===== config.mk =====
export PLATFORM = sky130hd
export DESIGN_NAME = tcw_front
export DESIGN_NICKNAME = d
export VERILOG_FILES = /design/src/design/tcw_pkg.sv /design/src/design/tcw_front.sv
export SDC_FILE = /design/constraint.sdc
export NUM_CORES = 1
export LEC_CHECK = 0
export ABC_AREA = 1
export ABC_CLOCK_PERIOD_IN_PS = 4000
export BUFFER_PORTS_ARGS = -buffer_cell sky130_fd_sc_hd__buf_4
export CAP_MARGIN = 20
export CORE_MARGIN = 2
export CORE_UTILIZATION = 56
export CTS_BUF_LIST = sky130_fd_sc_hd__clkbuf_8 sky130_fd_sc_hd__clkbuf_16
export DETAILED_ROUTE_END_ITERATION = 6
export PLACE_DENSITY = 0.84
export SETUP_SLACK_MARGIN = 0.5
export SLEW_MARGIN = 20
export SYNTH_ARGS = -nofsm -noshare
export SYNTH_HDL_FRONTEND = slang
export SYNTH_SLANG_ARGS = --single-unit

===== constraint.sdc =====
create_clock -name clk -period 4 [get_ports clk]
set_input_delay 0.2 -clock clk [delete_from_list [all_inputs] [get_ports clk]]
set_output_delay 0.2 -clock clk [all_outputs]
set_load 0.01 [all_outputs]

===== src/design/tcw_pkg.sv =====
`timescale 1ns / 1ps
// ----------------------------------------------------------------------------
// tcw_pkg
// Types and codes shared by the text console cell writer.
// ----------------------------------------------------------------------------
package tcw_pkg;

    typedef struct packed {
        logic [1:0]  func;
        logic [7:0]  char_code;
        logic [7:0]  scan_code;
        logic [10:0] cell_index;
    } tcw_in_t;

    typedef struct packed {
        logic [10:0] cursor_position;
        logic        in_command_mode;
        logic        command_submitted;
        logic [15:0] cell_value;
    } tcw_out_t;

    localparam logic [1:0] FUNC_WRITE = 2'd0;
    localparam logic [1:0] FUNC_KEY   = 2'd1;
    localparam logic [1:0] FUNC_CLEAR = 2'd2;
    localparam logic [1:0] FUNC_READ  = 2'd3;

    localparam logic [7:0] CHAR_NEWLINE   = 8'd10;
    localparam logic [7:0] CHAR_BACKSPACE = 8'd8;
    localparam logic [7:0] CHAR_SPECIAL   = 8'd0;
    localparam logic [7:0] CHAR_SPACE     = 8'h20;
    localparam logic [7:0] CHAR_PROMPT    = 8'h3E;

    localparam logic [7:0] SCAN_UP    = 8'h48;
    localparam logic [7:0] SCAN_DOWN  = 8'h50;
    localparam logic [7:0] SCAN_LEFT  = 8'h4B;
    localparam logic [7:0] SCAN_RIGHT = 8'h4D;

    localparam logic [7:0] ATTR_RESET = 8'h07;

    typedef logic [3:0] op_t;
    localparam op_t OP_PUT     = 4'd0;
    localparam op_t OP_NEWLINE = 4'd1;
    localparam op_t OP_CLEAR   = 4'd2;
    localparam op_t OP_READ    = 4'd3;
    localparam op_t OP_ENTER   = 4'd4;
    localparam op_t OP_BACK    = 4'd5;
    localparam op_t OP_ARROW   = 4'd6;
    localparam op_t OP_KCHAR   = 4'd7;
    localparam op_t OP_NONE    = 4'd8;

    typedef logic [1:0] dir_t;
    localparam dir_t DIR_UP    = 2'd0;
    localparam dir_t DIR_DOWN  = 2'd1;
    localparam dir_t DIR_LEFT  = 2'd2;
    localparam dir_t DIR_RIGHT = 2'd3;

    typedef struct packed {
        op_t         op;
        logic [7:0]  ch;
        dir_t        dir;
        logic [10:0] cell_addr;
    } tcw_cmd_t;

endpackage


===== src/design/tcw_front.sv =====
`timescale 1ns / 1ps
// ----------------------------------------------------------------------------
// tcw_front
// Accepts items, decodes them into commands and queues them for the back end.
// ----------------------------------------------------------------------------
module tcw_front
    import tcw_pkg::*;
(
    input  logic     clk,
    input  logic     rst_n,
    input  logic     in_valid,
    output logic     in_stall,
    input  tcw_in_t  in_item,
    input  logic     run_en,
    output logic     cmd_valid,
    output tcw_cmd_t cmd,
    input  logic     cmd_pop
);

    tcw_cmd_t   queue_mem [2];
    logic [1:0] count_reg;
    logic [1:0] count_next;
    logic       wr_ptr_reg;
    logic       rd_ptr_reg;
    logic       push;
    tcw_cmd_t   dec;

    assign in_stall  = (count_reg == 2'd2) || !run_en;
    assign push      = in_valid && !in_stall;
    assign cmd_valid = (count_reg != 2'd0);
    assign cmd       = queue_mem[rd_ptr_reg];

    always_comb
    begin
        dec.op        = OP_NONE;
        dec.ch        = in_item.char_code;
        dec.dir       = DIR_UP;
        dec.cell_addr = in_item.cell_index;
        unique case (in_item.func)
            FUNC_WRITE:
            begin
                dec.op = (in_item.char_code == CHAR_NEWLINE) ? OP_NEWLINE : OP_PUT;
            end
            FUNC_KEY:
            begin
                case (in_item.char_code)
                    CHAR_NEWLINE:   dec.op = OP_ENTER;
                    CHAR_BACKSPACE: dec.op = OP_BACK;
                    CHAR_SPECIAL:
                    begin
                        dec.op = OP_ARROW;
                        case (in_item.scan_code)
                            SCAN_UP:    dec.dir = DIR_UP;
                            SCAN_DOWN:  dec.dir = DIR_DOWN;
                            SCAN_LEFT:  dec.dir = DIR_LEFT;
                            SCAN_RIGHT: dec.dir = DIR_RIGHT;
                            default:    dec.op  = OP_NONE;
                        endcase
                    end
                    default:        dec.op = OP_KCHAR;
                endcase
            end
            FUNC_CLEAR: dec.op = OP_CLEAR;
            FUNC_READ:  dec.op = OP_READ;
            default:    dec.op = OP_NONE;
        endcase
    end

    always_comb
    begin
        count_next = count_reg;
        if (push && !cmd_pop)
            count_next = count_reg + 2'd1;
        else if (!push && cmd_pop)
            count_next = count_reg - 2'd1;
    end

    always_ff @(posedge clk)
    begin
        if (push)
            queue_mem[wr_ptr_reg] <= dec;
    end

    always_ff @(posedge clk or negedge rst_n)
    begin
        if (!rst_n)
        begin
            count_reg  <= 2'd0;
            wr_ptr_reg <= 1'b0;
            rd_ptr_reg <= 1'b0;
        end
        else
        begin
            count_reg <= count_next;
            if (push)
                wr_ptr_reg <= !wr_ptr_reg;
            if (cmd_pop)
                rd_ptr_reg <= !rd_ptr_reg;
        end
    end

endmodule


==> impl_metrics.py, run 1 <==
metrics = {
    "outcome": {
        "outcome": "completed",
    },
    "routing": {
        "routedWlPerCell_um": 14.8,
        "routed_via_density": 5.03,
        "drtIter0Drc": 83,
        "wl_um": 4140,
        "vias": 1408,
        "drcViolationCount": 0,
        "firstDrtPassIters": 4,
        "antenna_left": 0,
    },
    "global_route": {
        "grt_pass1_wl_um": 6760,
        "grt_pass1_vias": 1517,
        "grt_usage": 0.183,
        "antenna_found_initial": 0,
        "grt_max_degree": 26,
        "grt_overflow_total": 0,
    },
    "synthesis": {
        "avgSynthCellArea_um2": 14.8,
        "syn_inst": 161,
        "yosys_warnings": 0,
        "syn_area_um2": 2380,
        "synthArstFlopShare": 0.0741,
        "syn_nets": 196,
        "synth.most_common_cell": "edfxtp_1",
        "seq_area_frac_synth": 0.673,
        "yosysTopAreaCellShare": 0.631,
        "synthFlopType": "edfxtp_1",
        "ys_seq_elements": 54,
        "synthDistinctLibCells": 24,
        "yosys-top-cells-count": "edfxtp_1, nand2_1, mux2_4, inv_1, nor2_1",
        "synth-edff-count": 50,
        "yosys.area.top_type": "edfxtp_1",
        "synth_area_leaders": "edfxtp_1, mux2_4, dfrtp_1",
    },
    "pwr": {
        "p_seq_frac": 0.471,
        "irDropWorstVdd_mv": 0.244,
        "p_leak_nw": 1.29,
        "pwr_density_cell_nw_per_um2": 540,
        "power.internal_mw": 1.15,
        "clkPwrFrac": 0.171,
        "switching_share": 0.285,
        "p_sw_mw": 0.458,
        "power_mw": 1.61,
        "combPwrFrac": 0.359,
    },
    "clock_network": {
        "cts_tree": "yes",
        "clkTransAtPathRegs_ns": 0.09,
        "htree_levels": 2,
        "numCtsBuffers": 5,
        "cts_resized": 0,
        "cts.sinks": 54,
        "clk_latency_ns": 0.30,
        "cts_root_buffer": "clkbuf_8",
        "ctsLongestPathBuffers": 2,
    },
    "floorplan": {
        "die_y_um": 69.2,
        "dieArea_um2": 4790,
        "ios": 61,
        "start_util": 0.586,
        "fp.coreArea_um2": 4060,
        "die_w_um": 69.2,
        "rows": 23,
    },
    "sta": {
        "tightest_slew_ns": 0.524,
        "finalSetupTns_ns": 0,
        "rsz0062_at_grt": "no",
        "fin_crit_ns": 2.10,
        "finalSetupViolations": 0,
        "final_hold_viol_count": 0,
        "max_freq_mhz": 477,
        "relSlewSlack": 0.651,
        "clock_skew_ns": 0.00431,
        "fin_crit_sh": 0.524,
        "slew_viol_final": 0,
    },
    "job": {
        "cap_viol_max_count": 0,
    },
    "worst_setup_path": {
        "required_ns": 3.80,
        "worst_setup_path_end_kind": "output pin",
        "critPathKind": "reg2out",
        "cp.arrival_ns": 1.90,
        "critPathLaunchType": "flop",
        "crit_fanout": 16,
    },
    "place": {
        "post-dp-hpwl_um": 3170,
        "io_buffers": 60,
        "gp_congestion": 0.734,
    },
    "finish": {
        "regArea_um2": 1600,
        "n_antenna_cell": 0,
        "largest_reg_flops": 50,
        "num-fill-cells": 271,
        "drive_gt1_frac": 0.478,
        "multi_input_area_um2": 662,
        "area_delta_synth_final_pct": 25.1,
        "nets": 264,
    },
    "worst_hold_path": {
        "hold_class": "in2reg",
    },
}
logic make-up (layout without fill, tap and decap cells):
kind of cell | after synthesis | in the layout | synth area share
AO/OA/AOI/OAI | 5 | 5 | 0.0131
AND/OR/NAND/NOR | 46 | 46 | 0.0946
adder cells (fa/ha/maj) | 1 | 1 | 0.00526
buffers and inverters | 26 | 95 | 0.0510
flip-flops | 54 | 54 | 0.673
XOR/XNOR | 4 | 4 | 0.0147
multiplexers | 25 | 25 | 0.148
cell type report:
cell class,instances,share of cell area
sequential,54,0.538
multi-input combinational,81,0.222
timing repair buffer,64,0.162
inverter,23,0.0294
clock buffer,5,0.0231
tap,50,0.0210
clock inverter,3,0.00420
cells in the final DEF, fill, tap and decap left out, types with 3 or more instances in the layout:
cell and instances:
nand2_1 20, inv_1 19, nor2_2 4, edfxtp_1 50, xor2_1 3, nand2_2 4, nand4_1 3, nand3_1 5
inv_2 4, mux2_4 19, dfrtp_1 4, nor2_1 7, mux2_2 6, clkbuf_8 5, buf_4 63
per-layer routing:
metal | track usage | share of wire | up-vias
met5 | 0 | 0 | -
met4 | 0.0871 | 0.030 | 0
met3 | 0.0407 | 0.036 | 11
met2 | 0.355 | 0.57 | 38
met1 | 0.181 | 0.36 | 668
li1 | - | - | 691
stage by stage:
stage	instances	utilization	setup slack [ns]	area (µm²)	hold slack [ns]
CTS	280	0.734	1.87	2980	0.0797
floorplan	161	-	1.90	2380	-0.0956
global route	280	0.734	1.78	2980	0.0633
finish	280	0.734	1.90	2980	0.0833
detailed placement	271	0.711	2.20	2890	-0.000385
global placement	271	0.711	2.23	2890	0.000334
repair_timing:
| item | CTS | global route |
|---|---|---|
| hold buffers | 1 | 0 |
| hold endpoints to repair | 4 | 0 |
| buffers inserted | 0 | 0 |
power groups by stage:
stage / clock, mW / combinational (mW) / sequential [mW]
floorplan: 0 / 0.392 / 0.740
global placement: 0 / 0.567 / 0.764
detailed placement: 0 / 0.580 / 0.772
CTS: 0.279 / 0.584 / 0.759
global route: 0.307 / 0.614 / 0.767
finish: 0.275 / 0.577 / 0.757
path summary, 6_finish.rpt:
kind                              start          endpoint  slack (ns)  cells past startpoint
max                          rd_ptr_reg            cmd[2]        1.90                      3
max reg2reg                count_reg[0]  queue_mem[0][17]        2.29                      5
min                          in_item[1]   queue_mem[1][1]        0.08                      1
min reg2reg                count_reg[0]      count_reg[0]        0.48                      1
min in group asynchronous         rst_n        rd_ptr_reg        0.22                      2
max in group asynchronous         rst_n      count_reg[0]        3.68                      2
critical path: stages, from the launching register on:
cell     delay [ns]
dfrtp_1        0.68
buf_4          0.39
mux2_2         0.38
buf_4          0.14
(Power assumes the default switching activity.)
==> inputs of run 2 (changes only) <==
Settings changed: ABC_CLOCK_PERIOD_IN_PS 4000 to 2060, CORE_UTILIZATION 56 to 52, PLACE_DENSITY 0.84 to 0.79.
Clock period 4 ns to 2.06 ns, I/O delays scaled along.
==> run 2 against run 1 <==
  * Clock skew shrank 0.0024 ns
  * Cell count grew 9.3%
  * Worst hold slack got worse by 0.067 ns
  * Routed wire length rose by 5.8%
  * Cell area up 9.0%
  * Critical endpoint is now cmd[3]
  * Critical path depth unchanged
  * First-iteration DRC count decreased by 7.2%
  * Power increased by 110%
  * Register-to-register slack worse by 1.8 ns
  * Clock power grew 97%
  * Flip-flop and latch count is the same
  * Utilization increased by 0.64 points
==> impl_metrics.py, run 2 (synthesized netlist as in run 1, its figures left out) <==
metrics = {
    "outcome": {
        "outcome": "completed",
    },
    "routing": {
        "vias": 1508,
        "drtIter0Drc": 77,
        "wl_um": 4380,
        "routed_via_density": 4.93,
        "routedWlPerCell_um": 14.3,
        "antenna_left": 0,
        "drcViolationCount": 0,
        "firstDrtPassIters": 4,
    },
    "global_route": {
        "grt_pass1_vias": 1444,
        "grt_usage": 0.173,
        "met1_usage": 0.210,
        "grtUsageMet3": 0.0408,
        "top_usage_layer": "met2",
        "grt_pass1_wl_um": 6660,
        "grt_overflow_total": 0,
        "antenna_found_initial": 0,
        "grt_max_degree": 25,
        "grt.met2_usage": 0.301,
    },
    "sta": {
        "relSlewSlack": 0.811,
        "fin_crit_ns": 1.55,
        "finalSetupTns_ns": 0,
        "clock_skew_ns": 0.00189,
        "max_freq_mhz": 643,
        "rsz0062_at_grt": "yes",
        "final_hold_viol_count": 0,
        "fin_crit_sh": 0.755,
        "tightest_slew_ns": 0.283,
        "finalSetupViolations": 0,
        "slew_viol_final": 0,
        "hold_ws_ns": 0.0159,
    },
    "worst_setup_path": {
        "crit_fanout": 12,
        "worst_path_largest_cell_delay_ns": 0.47,
        "critPathKind": "reg2out",
        "cp_slowest_cell": "dfrtp_2",
        "cp.arrival_ns": 1.45,
        "crit_buf_inv": 2,
        "path_cells": "buf_12, mux2_2, buf_4",
        "critPathLaunchType": "flop",
        "cp_top_family": "flip-flops",
        "worst_setup_path_end_kind": "output pin",
        "required_ns": 1.96,
    },
    "clock_network": {
        "cts.sinks": 54,
        "cts_tree": "yes",
        "numCtsBuffers": 5,
        "clk_latency_ns": 0.30,
        "htree_levels": 2,
        "clkTransAtPathRegs_ns": 0.09,
        "ctsLongestPathBuffers": 2,
        "cts_root_buffer": "clkbuf_8",
    },
    "pwr": {
        "clkPwrFrac": 0.164,
        "combPwrFrac": 0.398,
        "pwr_density_cell_nw_per_um2": 1020,
        "p_leak_nw": 1.40,
        "switching_share": 0.286,
        "power.internal_mw": 2.36,
        "irDropWorstVdd_mv": 0.436,
        "p_sw_mw": 0.949,
        "power_mw": 3.31,
        "p_seq_frac": 0.438,
    },
    "place": {
        "io_buffers": 60,
        "gp_congestion": 0.785,
        "post-dp-hpwl_um": 2960,
    },
    "floorplan": {
        "die_y_um": 71.7,
        "fp.coreArea_um2": 4380,
        "ios": 61,
        "dieArea_um2": 5130,
        "die_w_um": 71.7,
        "start_util": 0.543,
        "rows": 24,
    },
    "worst_hold_path": {
        "hold_class": "in2reg",
    },
    "finish": {
        "n_antenna_cell": 0,
        "area_delta_synth_final_pct": 36.4,
        "largest_reg_flops": 50,
        "final_common_cell": "buf_4",
        "num-fill-cells": 293,
        "drive_gt1_frac": 0.472,
        "final_cell_mix": "buf_4, edfxtp_1, nand2_1, mux2_4, dlygate4sd3_1",
        "nets": 288,
    },
    "job": {
        "cap_viol_max_count": 0,
    },
}
[run 2: metrics by stage]
step | utilization | setup slack (ns) | std cells | cell area [µm²]
after CTS | 0.730 | 0.482 | 303 | 3200
after floorplan | - | 0.337 | 161 | 2380
final | 0.740 | 0.505 | 306 | 3250
after detailed placement | 0.665 | 0.375 | 275 | 2920
after global placement | 0.665 | 0.515 | 275 | 2920
after global routing | 0.740 | 0.455 | 306 | 3250
[run 2: final cells by class]
class                      count  area [µm²]  share of cell area
tap                           52        65.1              0.0200
sequential                    54        1600               0.494
timing repair buffer          88         738               0.227
clock buffer                   5        68.8              0.0212
clock inverter                 3        12.5             0.00386
multi-input combinational     81         671               0.207
inverter                      23        87.6              0.0270
[run 2: repair_timing]
action	4_1_cts	5_1_grt
hold buffers	19	0
pin swaps	1	1
gates resized for setup	2	3
endpoints found under the hold margin	39	0
buffers inserted	1	2
cloned	0	1
setup endpoints to repair	25	19
[run 2: power by group through the flow]
stage | registers [mW] | logic, mW | clock network (mW)
floorplan | 1.44 | 0.765 | 0
global placement | 1.45 | 1.17 | 0
finish | 1.45 | 1.32 | 0.543
detailed placement | 1.46 | 1.19 | 0
global route | 1.47 | 1.40 | 0.589
CTS | 1.44 | 1.23 | 0.559
[run 2: worst reg2reg max path, stage by stage (launching register included)]
cell	delay (ns)
dfrtp_1	0.39
inv_2	0.08
nand2_1	0.08
nand3_2	0.09
inv_1	0.05
ha_1	0.31
a21oi_2	0.12
o21ai_1	0.10
xor2_1	0.18
[run 2: metal layers]
metal | up-vias | routed length (µm)
met5 | - | 0
met4 | 0 | 42
met3 | 4 | 204
met2 | 48 | 2400
met1 | 716 | 1740
li1 | 740 | -
[run 2: path summary, 6_finish.rpt]
path	from	end	slack, ns	cells after the start
max	rd_ptr_reg	cmd[3]	0.51	3
min	in_item[19]	queue_mem[0][13]	0.02	1
max reg2reg	count_reg[0]	count_reg[1]	0.53	8
min reg2reg	count_reg[0]	count_reg[0]	0.58	2
max in group asynchronous	rst_n	rd_ptr_reg	1.82	2
min in group asynchronous	rst_n	rd_ptr_reg	0.13	2
==> inputs of run 3 (changes only) <==
Settings changed: ABC_CLOCK_PERIOD_IN_PS 2060 to 1300, CORE_UTILIZATION 52 to 47, PLACE_DENSITY 0.79 to 0.75.
Clock period 2.06 ns to 1.3 ns, I/O delays scaled along.
==> run 3 against run 2 <==
  * Sequential power is 60% higher
  * Clock power grew 100%
  * The run now ends with negative setup slack left
  * Critical endpoint is now queue_mem[0][3]
  * Worst hold slack got worse by 0.0080 ns
  * Cell area is 18% higher
  * Utilization rose by 5.5 points
  * Die area is 10% higher
  * Routed wire length increased by 19%
  * Setup slack got worse by 0.69 ns
==> impl_metrics.py, run 3 (synthesized netlist as in run 1, its figures left out) <==
metrics = {
    "finish": {
        "final_common_cell": "edfxtp_1",
        "n_antenna_cell": 0,
        "drive_gt1_frac": 0.559,
        "largest_reg_flops": 50,
        "stdcell_count": 339,
        "multi_input_area_um2": 778,
        "nets": 306,
        "fin_util": 0.795,
        "num-fill-cells": 271,
        "final_cell_mix": "edfxtp_1, buf_6, buf_4, mux2_4, dlygate4sd3_1",
        "regArea_um2": 1600,
        "area_delta_synth_final_pct": 61.0,
    },
    "floorplan": {
        "die_w_um": 75.2,
        "rows": 25,
        "start_util": 0.494,
        "dieArea_um2": 5650,
        "ios": 61,
        "die_y_um": 75.2,
        "fp.coreArea_um2": 4820,
    },
    "routing": {
        "antenna_left": 0,
        "drcViolationCount": 0,
        "firstDrtPassIters": 4,
        "vias": 1626,
        "routed_via_density": 4.80,
        "wl_um": 5200,
        "routedWlPerCell_um": 15.3,
        "drtIter0Drc": 71,
    },
    "clock_network": {
        "cts_tree": "yes",
        "ctsLongestPathBuffers": 2,
        "cts.sinks": 54,
        "cts_root_buffer": "clkbuf_8",
        "clk_latency_ns": 0.31,
        "htree_levels": 2,
        "clkTransAtPathRegs_ns": 0.10,
        "numCtsBuffers": 5,
    },
    "pwr": {
        "irDropWorstVdd_mv": 0.914,
        "power_mw": 6.48,
        "p_leak_nw": 1.64,
        "pwr_density_cell_nw_per_um2": 1690,
    },
    "job": {
        "cap_viol_max_count": 0,
    },
    "global_route": {
        "grt_overflow_total": 0,
        "grt_pass1_wl_um": 7210,
        "grt_max_degree": 17,
        "grtUsageMet3": 0.0375,
        "grt_pass1_vias": 1550,
        "antenna_found_initial": 0,
        "grt.met2_usage": 0.341,
        "met1_usage": 0.192,
        "top_usage_layer": "met2",
        "grt_usage": 0.178,
    },
    "sta": {
        "tightest_slew_ns": 0.313,
        "final_hold_viol_count": 0,
        "clock_skew_ns": 0.00831,
        "slew_viol_final": 0,
        "rsz0062_at_grt": "yes",
        "max_freq_mhz": 674,
        "relSlewSlack": 0.791,
        "hold_ws_ns": 0.00787,
        "worst_slack_ns": -0.183,
        "fin_crit_sh": 1.14,
        "finalSetupViolations": 77,
        "fin_crit_ns": 1.48,
        "finalSetupTns_ns": -9.14,
    },
    "worst_setup_path": {
        "cp.arrival_ns": 1.51,
        "worst_setup_path_end_kind": "flop",
        "critPathLaunchType": "flop",
        "path_cells": "inv_2, nand2_4, nand3_4, buf_12, nor2_4, buf_6, buf_6, buf_12",
        "r2r_slack_ns": -0.18,
        "cp_slowest_cell": "dfrtp_1",
        "crit_fanout": 5,
        "worst_path_largest_cell_delay_ns": 0.39,
        "required_ns": 1.33,
        "critPathKind": "reg2reg",
    },
    "place": {
        "dpl.cell_count": 294,
        "post-dp-hpwl_um": 3070,
        "io_buffers": 60,
        "gp_congestion": 0.855,
    },
    "worst_hold_path": {
        "hold_class": "in2reg",
    },
    "outcome": {
        "outcome": "finished, violations left",
        "violations": "negative setup slack",
    },
}
[run 3: cell count changes in the layout (fill, tap and decap cells not counted), moves of 3 or more]
cell     before  now
inv_1        18   15
buf_12        1    6
mux2_4       19   25
buf_16        0    3
nand2_4       0    3
nand2_1      20   15
mux2_2        6    0
nor2_4        1    4
buf_4        67   36
buf_6         0   40
[run 3: through the flow]
stage                     setup slack (ns)  area, µm²
final                               -0.183       3830
after CTS                           -0.176       3750
after global routing                -0.242       3830
after floorplan                    -0.0882       2490
after global placement            -0.00186       3130
after detailed placement           -0.0307       3130
[run 3: worst paths after layout]
kind                            cells after the start    startpoint               end
worst max-delay path                                8  count_reg[0]   queue_mem[0][3]
worst min-delay path                                1   in_item[26]  queue_mem[0][20]
worst max register to register                      8  count_reg[0]   queue_mem[0][3]
worst min register to register                      2    wr_ptr_reg        wr_ptr_reg
max in group asynchronous                           2         rst_n        rd_ptr_reg
min in group asynchronous                           2         rst_n        rd_ptr_reg
[run 3: area by class of cell]
cell class	count	area share
multi-input cells	81	0.203
flip-flops and latches	54	0.418
clock inverters	3	0.0108
repair buffers	106	0.300
clock buffers	5	0.0180
well taps	67	0.0219
inverters	23	0.0281
[run 3: power by group]
group,switching (mW),leakage (nW),internal (mW)
logic,1.15,1.08,1.90
registers,0.135,0.505,2.18
clock network,0.540,0.0556,0.567
total,1.83,1.64,4.65
[run 3: timing repair]
action	4_1_cts	5_1_grt
hold buffers	20	0
endpoints found under the setup margin	81	85
pin swaps	3	8
endpoints found under the hold margin	41	0
resized for setup	44	11
setup buffers	10	2
cloned	4	1
[run 3: worst max-delay path, delay by kind of cell, from the launching register on]
family	cells	cell delay (ns)
flip-flops	1	0.39
buffers and inverters	5	0.55
AND/OR/NAND/NOR	3	0.27
[run 3: metal layers]
metal / routed length (µm) / vias to the layer above
li1: - / 779
met1: 2020 / 796
met2: 2890 / 46
met3: 220 / 5
met4: 64 / 0
met5: 0 / -
